## config.mk

```make
export PLATFORM = sky130hd
export DESIGN_NAME = stable_priority_queue
export DESIGN_NICKNAME = d
export VERILOG_FILES = /design/src/hw/rtl/spq_pkg.sv /design/src/hw/rtl/spq_cell.sv /design/src/hw/rtl/stable_priority_queue.sv
export SDC_FILE = /design/constraint.sdc
export NUM_CORES = 2
export LEC_CHECK = 0
export ABC_AREA = 1
export BUFFER_PORTS_ARGS = -buffer_cell sky130_fd_sc_hd__buf_2
export CELL_PAD_IN_SITES_DETAIL_PLACEMENT = 0
export CELL_PAD_IN_SITES_GLOBAL_PLACEMENT = 1
export CORE_ASPECT_RATIO = 0.8
export CORE_MARGIN = 2
export CORE_UTILIZATION = 43
export CTS_CLUSTER_DIAMETER = 100
export DETAILED_ROUTE_END_ITERATION = 10
export PLACE_DENSITY = 0.8
export SLEW_MARGIN = 20
export SYNTH_ARGS = -nofsm -noshare
export SYNTH_HDL_FRONTEND = slang
export SYNTH_SLANG_ARGS = --single-unit
```

## constraint.sdc

```tcl
create_clock -name clock -period 5.4 [get_ports clock]
set_input_delay 1.08 -clock clock [delete_from_list [all_inputs] [get_ports clock]]
set_output_delay 1.08 -clock clock [all_outputs]
set_load 0.01 [all_outputs]
```

## src/hw/rtl/spq_pkg.sv

```systemverilog
package spq_pkg;

   localparam int QUEUE_DEPTH   = 16;
   localparam int PRIORITY_BITS = 8;
   localparam int CNT_W         = $clog2(QUEUE_DEPTH + 1);

   localparam logic [7:0] EMPTY_HEAD_PRIORITY = 8'd100;

   localparam logic FUNC_PUSH = 1'b0;
   localparam logic FUNC_POP  = 1'b1;

   typedef enum logic [1:0] {
      ST_OK    = 2'd0,
      ST_EMPTY = 2'd1,
      ST_FULL  = 2'd2
   } status_type;

   typedef logic [PRIORITY_BITS-1:0] prio_type;
   typedef logic [CNT_W-1:0]         count_type;

   typedef struct packed {
      logic        func;
      logic [7:0]  priority_req;
      logic [15:0] payload_handle;
      logic [7:0]  entry_flag;
      logic [15:0] packets_done;
   } req_type;

   typedef struct packed {
      status_type  status;
      logic [7:0]  out_priority;
      logic [15:0] out_handle;
      logic [7:0]  out_flag;
      logic [15:0] out_packets;
      logic [7:0]  head_priority;
      logic [4:0]  occupancy;
   } rsp_type;

   // One stored queue entry.
   typedef struct packed {
      prio_type    prio;
      logic [15:0] handle;
      logic [7:0]  flag;
      logic [15:0] packets;
   } entry_type;

   // Per-cell control for the current cycle.
   typedef struct packed {
      logic push;
      logic pop;
      logic occupied;
   } cell_ctrl_type;

   function automatic prio_type to_stored(input logic [7:0] p);
      return PRIORITY_BITS'(p);
   endfunction

   function automatic logic [7:0] to_out(input prio_type p);
      return 8'(p);
   endfunction

endpackage

```

## src/hw/rtl/spq_cell.sv

```systemverilog
module spq_cell (
   input  logic                  clock,
   input  spq_pkg::cell_ctrl_type ctrl,
   input  spq_pkg::entry_type    new_entry,
   input  spq_pkg::entry_type    left_entry,
   input  logic                  left_take,
   input  spq_pkg::entry_type    right_entry,
   output spq_pkg::entry_type    entry,
   output logic                  take
);
   import spq_pkg::*;

   entry_type entry_ff, entry_in;

   // Mark this cell at or past the insertion point: free, or strictly larger.
   assign take = !ctrl.occupied || (entry_ff.prio > new_entry.prio);

   // Shift right behind an insert, load the new beat, or shift left on pop.
   always_comb begin
      entry_in = entry_ff;
      if (ctrl.push) begin
         if (left_take) begin
            entry_in = left_entry;
         end else if (take) begin
            entry_in = new_entry;
         end
      end else if (ctrl.pop) begin
         entry_in = right_entry;
      end
   end

   always_ff @(posedge clock) begin
      entry_ff <= entry_in;
   end

   assign entry = entry_ff;

endmodule

```

## src/hw/rtl/stable_priority_queue.sv

```systemverilog
// Stable sorted priority queue of telemetry entries.
// Request channel: present req_data and raise start; the beat is taken at
// the clock edge where start is high and busy is low. busy stays low, so
// a push or pop may be issued in every cycle.
// func selects push (insert entry) or pop (remove head). Lower priority is
// served first; equal priorities leave in arrival order.
// Response channel: one beat per request, on rsp_data with rsp_valid high
// for exactly one cycle, the cycle after the request was taken (throughput 1
// per cycle). The receiver cannot stall, so it must sample every strobe.
// The store is a row of cells, one per entry; every cell compares its
// priority with the pushed one in the same cycle and shifts right, loads
// the new entry or shifts left on pop, which sets the one-cycle rate.
// Each beat reports status, the popped entry (zero on push or error), the
// head priority after the step (100 when empty) and the occupancy.
// A push into a full queue is dropped; a pop of an empty queue reports
// an empty status. Reset empties the queue and drops any pending beat.
module stable_priority_queue (
   input  logic             clock,
   input  logic             reset,
   input  logic             start,
   output logic             busy,
   input  spq_pkg::req_type req_data,
   output logic             rsp_valid,
   output spq_pkg::rsp_type rsp_data
);
   import spq_pkg::*;

   count_type count_ff, count_in;
   logic      rsp_valid_ff, rsp_valid_in;
   rsp_type   rsp_ff, rsp_in;

   entry_type cell_entry [QUEUE_DEPTH];
   logic      cell_take  [QUEUE_DEPTH];
   entry_type new_entry;
   logic      accept, full, empty, do_push, do_pop;

   assign busy   = 1'b0;
   assign accept = start && !busy;
   assign full   = (count_ff == count_type'(QUEUE_DEPTH));
   assign empty  = (count_ff == '0);
   assign do_push = accept && (req_data.func == FUNC_PUSH) && !full;
   assign do_pop  = accept && (req_data.func == FUNC_POP) && !empty;

   assign new_entry.prio    = to_stored(req_data.priority_req);
   assign new_entry.handle  = req_data.payload_handle;
   assign new_entry.flag    = req_data.entry_flag;
   assign new_entry.packets = req_data.packets_done;

   // Build the chain of cells.
   for (genvar i = 0; i < QUEUE_DEPTH; i++) begin : g_cell
      cell_ctrl_type ctrl;
      entry_type     left_entry, right_entry;
      logic          left_take;

      assign ctrl.push     = do_push;
      assign ctrl.pop      = do_pop;
      assign ctrl.occupied = (count_type'(i) < count_ff);

      if (i == 0) begin : g_first
         assign left_entry = new_entry;
         assign left_take  = 1'b0;
      end else begin : g_mid
         assign left_entry = cell_entry[i-1];
         assign left_take  = cell_take[i-1];
      end

      if (i == QUEUE_DEPTH - 1) begin : g_last
         assign right_entry = cell_entry[i];
      end else begin : g_inner
         assign right_entry = cell_entry[i+1];
      end

      spq_cell u_cell (
         .clock       (clock),
         .ctrl        (ctrl),
         .new_entry   (new_entry),
         .left_entry  (left_entry),
         .left_take   (left_take),
         .right_entry (right_entry),
         .entry       (cell_entry[i]),
         .take        (cell_take[i])
      );
   end

   // Update the fill count.
   always_comb begin
      count_in = count_ff;
      if (do_push) begin
         count_in = count_ff + count_type'(1);
      end else if (do_pop) begin
         count_in = count_ff - count_type'(1);
      end
   end

   // Form the response beat.
   always_comb begin
      rsp_valid_in         = accept;
      rsp_in.status        = ST_OK;
      rsp_in.out_priority  = '0;
      rsp_in.out_handle    = '0;
      rsp_in.out_flag      = '0;
      rsp_in.out_packets   = '0;
      rsp_in.occupancy     = 5'(count_in);
      rsp_in.head_priority = empty ? EMPTY_HEAD_PRIORITY : to_out(cell_entry[0].prio);
      if (do_push) begin
         if (empty || (new_entry.prio < cell_entry[0].prio)) begin
            rsp_in.head_priority = to_out(new_entry.prio);
         end
      end else if (do_pop) begin
         rsp_in.out_priority  = to_out(cell_entry[0].prio);
         rsp_in.out_handle    = cell_entry[0].handle;
         rsp_in.out_flag      = cell_entry[0].flag;
         rsp_in.out_packets   = cell_entry[0].packets;
         rsp_in.head_priority = (count_ff > count_type'(1)) ?
                                to_out(cell_entry[1].prio) : EMPTY_HEAD_PRIORITY;
      end else if (req_data.func == FUNC_PUSH) begin
         rsp_in.status = ST_FULL;
      end else begin
         rsp_in.status = ST_EMPTY;
      end
   end

   always_ff @(posedge clock) begin
      if (reset) begin
         count_ff     <= '0;
         rsp_valid_ff <= 1'b0;
      end else begin
         count_ff     <= count_in;
         rsp_valid_ff <= rsp_valid_in;
      end
   end

   // Hold the payload without reset.
   always_ff @(posedge clock) begin
      rsp_ff <= rsp_in;
   end

   assign rsp_valid = rsp_valid_ff;
   assign rsp_data  = rsp_ff;

endmodule

```

==> impl_metrics.toml <==
[yosys]
synth_compound_area_frac = 0.0216
synthMuxAreaShare = 0
yosysTopAreaCell = "edfxtp_1"
ys_types = 30
netlist_area_sq_um = 48200
synth_nets = 6394
synth_simple_gate_area_frac = 0.336
synth_top_family_by_area = "simple AND/OR/NAND/NOR gates"
synthCells = 6210
yosys.area.top_type_share = 0.478
synth-xor-area-share = 0.000182
synthTopCellsByArea = "edfxtp_1 (48%), nand2_1 (17%), nand3_1 (15%)"
yosysWarnings = 0
avgSynthCellArea_sq_um = 7.77
synth-seq-area-share = 0.507
synth_fa_ha_area_frac = 0.0342
ys_ff_latch = 837

[worst_setup_path]
slowest_delay_ns = 0.88
crit_top_cell = "buf_4"
start_kind = "flop"
worstSetupEndpointType = "flop"
slowest_stage = "dfxtp_1"
crit_arrival_ns = 4.50
cp_max_fo = 51
rr_worst_depth = 10
crit_required_ns = 5.73
reg2reg_to = "g_cell[10].u_cell.entry[20]$_DFFE_PP_"
reg2reg_from = "count_ff[4]$_SDFF_PP0_"
cp.buffers_inverters = 5
ff2ff_setup_slack_ns = 1.24
cp-startpoint = "count_ff[4]$_SDFF_PP0_"
path_delay_family = "buffers and inverters"
cp_cell_sequence = "nor2_4, inv_2, buf_4, o21ai_2, inv_1, buf_4, nand2_1, nor2_1, nor2_4, buf_4"
crit_type = "reg -> reg"

[timing]
finalHoldViolCount = 0
final.setup.tns_ns = 0
fmax_mhz = 240
slew-limit-headroom = 0.203
finalSetupViolCount = 0
tightest_slew_ns = 1.20
rsz0062_at_grt = "false"
setup_ws_ns = 1.24
period_needed_ns = 4.16
drv_slew = 0
fin_crit_sh = 0.771
finClkSkew_ns = 0.0220

[grt]
grt_pass1_wl_microns = 207000
overflow = 0
antenna_found_initial = 3
grt_max_degree = 237
track_usage = 0.221
grt_pass1_vias = 36377

[die]
start_util = 0.435
num_rows = 109
coreArea_sq_um = 111000
die_w_microns = 378
dieArea_sq_um = 115000
num_io_pins = 117
die_y_microns = 304

[min_path]
min_from = "g_cell[0].u_cell.entry[26]$_DFFE_PP_"
hp-class = "reg -> reg"
whs_path_depth = 2
min_to = "rsp_data[39]$_SDFF_PP0_"

[cts]
cts.repair.resized = 0
cts_tree = "done"
htree_levels = 3
clockBufferDepth = 3
post_cts_buffers = 0
clk_pin_slew_ns = 0.06
cts_sinks = 837
cts_hold_buf = 0
cts_buffers = 92
root_buffer = "clkbuf_16"
insertion_delay_ns = 0.67

[layout]
regArea_sq_um = 24400
fin_area_sq_um = 53000
multi_input_area_sq_um = 19100
nFillCells = 10983
num-nets-final = 6261
drive_gt1_frac = 0.0636
fin_cells = 7644
syn2layout_area_growth_pct = 9.78

[status]
status = "finished clean"

[pwr]
ir_worst_vdd_v = 0.000258
power_leakage_nw = 25.6
power_density_nw_per_um2 = 418
p_total_w = 0.0221

[drt]
drtIter0Drc = 3687
ant_nets = 0
dr.pass1.iters = 5
totalWireLength_microns = 128000
vias = 38395
via_per_inst = 5.02
drc = 0
wire_per_inst_microns = 16.8

[place]
io_buffer_count = 115
post-place-ws_ns = 1.11
place.gp.congestion = 0.824
dp.cells = 7481
placedInstanceArea_sq_um = 50000
dp_hpwl_microns = 86000

[run]
drv_cap = 0
[through the flow]
stage | util | hold slack [ns]
after floorplan | - | 0.466
after global placement | 0.451 | 0.479
after detailed placement | 0.451 | 0.480
after CTS | 0.478 | 0.496
after global routing | 0.478 | 0.523
final | 0.478 | 0.492
[worst max path at each step]
stage,end,slack (ns),cells past startpoint
floorplan,g_cell[14].u_cell.entry[0]$_DFFE_PP_,0.02,12
global placement,g_cell[1].u_cell.entry[18]$_DFFE_PP_,1.13,15
detailed placement,g_cell[7].u_cell.entry[17]$_DFFE_PP_,1.11,13
CTS,g_cell[10].u_cell.entry[20]$_DFFE_PP_,1.24,10
global route,g_cell[10].u_cell.entry[20]$_DFFE_PP_,0.93,10
finish,g_cell[10].u_cell.entry[20]$_DFFE_PP_,1.24,10
[area by class of cell]
type / instances / share of cell area
Antenna cell: 1 / 0.0000473
Clock buffer: 117 / 0.0482
Clock inverter: 45 / 0.00832
Inverter: 804 / 0.0571
Multi-Input combinational cell: 4129 / 0.361
Sequential cell: 837 / 0.462
Tap cell: 1498 / 0.0354
Timing Repair Buffer: 213 / 0.0283
[layer usage]
| metal | track usage | part of all wire | up-vias |
|---|---|---|---|
| li1 | - | - | 19817 |
| met1 | 0.357 | 0.52 | 17254 |
| met2 | 0.312 | 0.40 | 1176 |
| met3 | 0.0271 | 0.063 | 148 |
| met4 | 0.0471 | 0.018 | 0 |
| met5 | 0 | 0 | - |
[cell usage after synthesis]
cell type  number
conb_1          1
buf_2         136
a41oi_2         1
o21ai_2         3
xor2_1          1
clkinv_1        5
o21ai_0        56
buf_1          54
ha_1          132
o31ai_2         1
a21o_1         14
buf_4           7
inv_2          11
nor2_1        177
o21a_1          2
a21oi_1        39
dfxtp_1        69
inv_1         788
o21ai_1         2
nand3_1      1426
edfxtp_1      768
nand4_1        20
clkbuf_1      243
nand2_1      2197
a31oi_2         1
o21bai_1       48
nand2_2         5
nor2_4          1
or2_1           1
a31oi_1         1
[flip-flops by register name, indices dropped and copies added, names as in the netlist]
register and flops:
g_cell.u_cell.entry 768, rsp_data 63, count_ff 5, rsp_valid 1
[report_power, final]
group	switching (W)	internal, W
registers	0.000674	0.00889
logic	0.00439	0.00183
clock network	0.00266	0.00371
total	0.00773	0.0144
[layout by cell type (no fill, tap or decap), types with 3 or more instances in the layout]
cell,n
a21o_1,14
a21oi_1,39
buf_12,15
buf_2,115
buf_4,83
bufinv_16,8
clkbuf_1,15
clkbuf_16,97
clkbuf_8,5
clkinv_1,23
clkinv_2,11
dfxtp_1,69
edfxtp_1,768
ha_1,132
inv_1,787
inv_2,11
nand2_1,2189
nand2_2,13
nand3_1,1425
nand4_1,20
nor2_1,163
nor2_4,15
o21ai_0,56
o21ai_4,3
o21bai_1,48
[cell families after synthesis]
family,Yosys count
AO/OA/AOI/OAI,168
other,1
flip-flops,837
XOR/XNOR,1
AND/OR/NAND/NOR,3827
buffers and inverters,1244
adder cells (fa/ha/maj),132
[worst register-to-register path: stages (launching register included)]
cell	delay (ns)
dfxtp_1	0.88
nor2_4	0.17
inv_2	0.08
buf_4	0.52
o21ai_2	0.25
inv_1	0.15
buf_4	0.48
nand2_1	0.60
nor2_1	0.34
nor2_4	0.04
buf_4	0.31
Note: power is estimated with default switching activity, not from simulation.
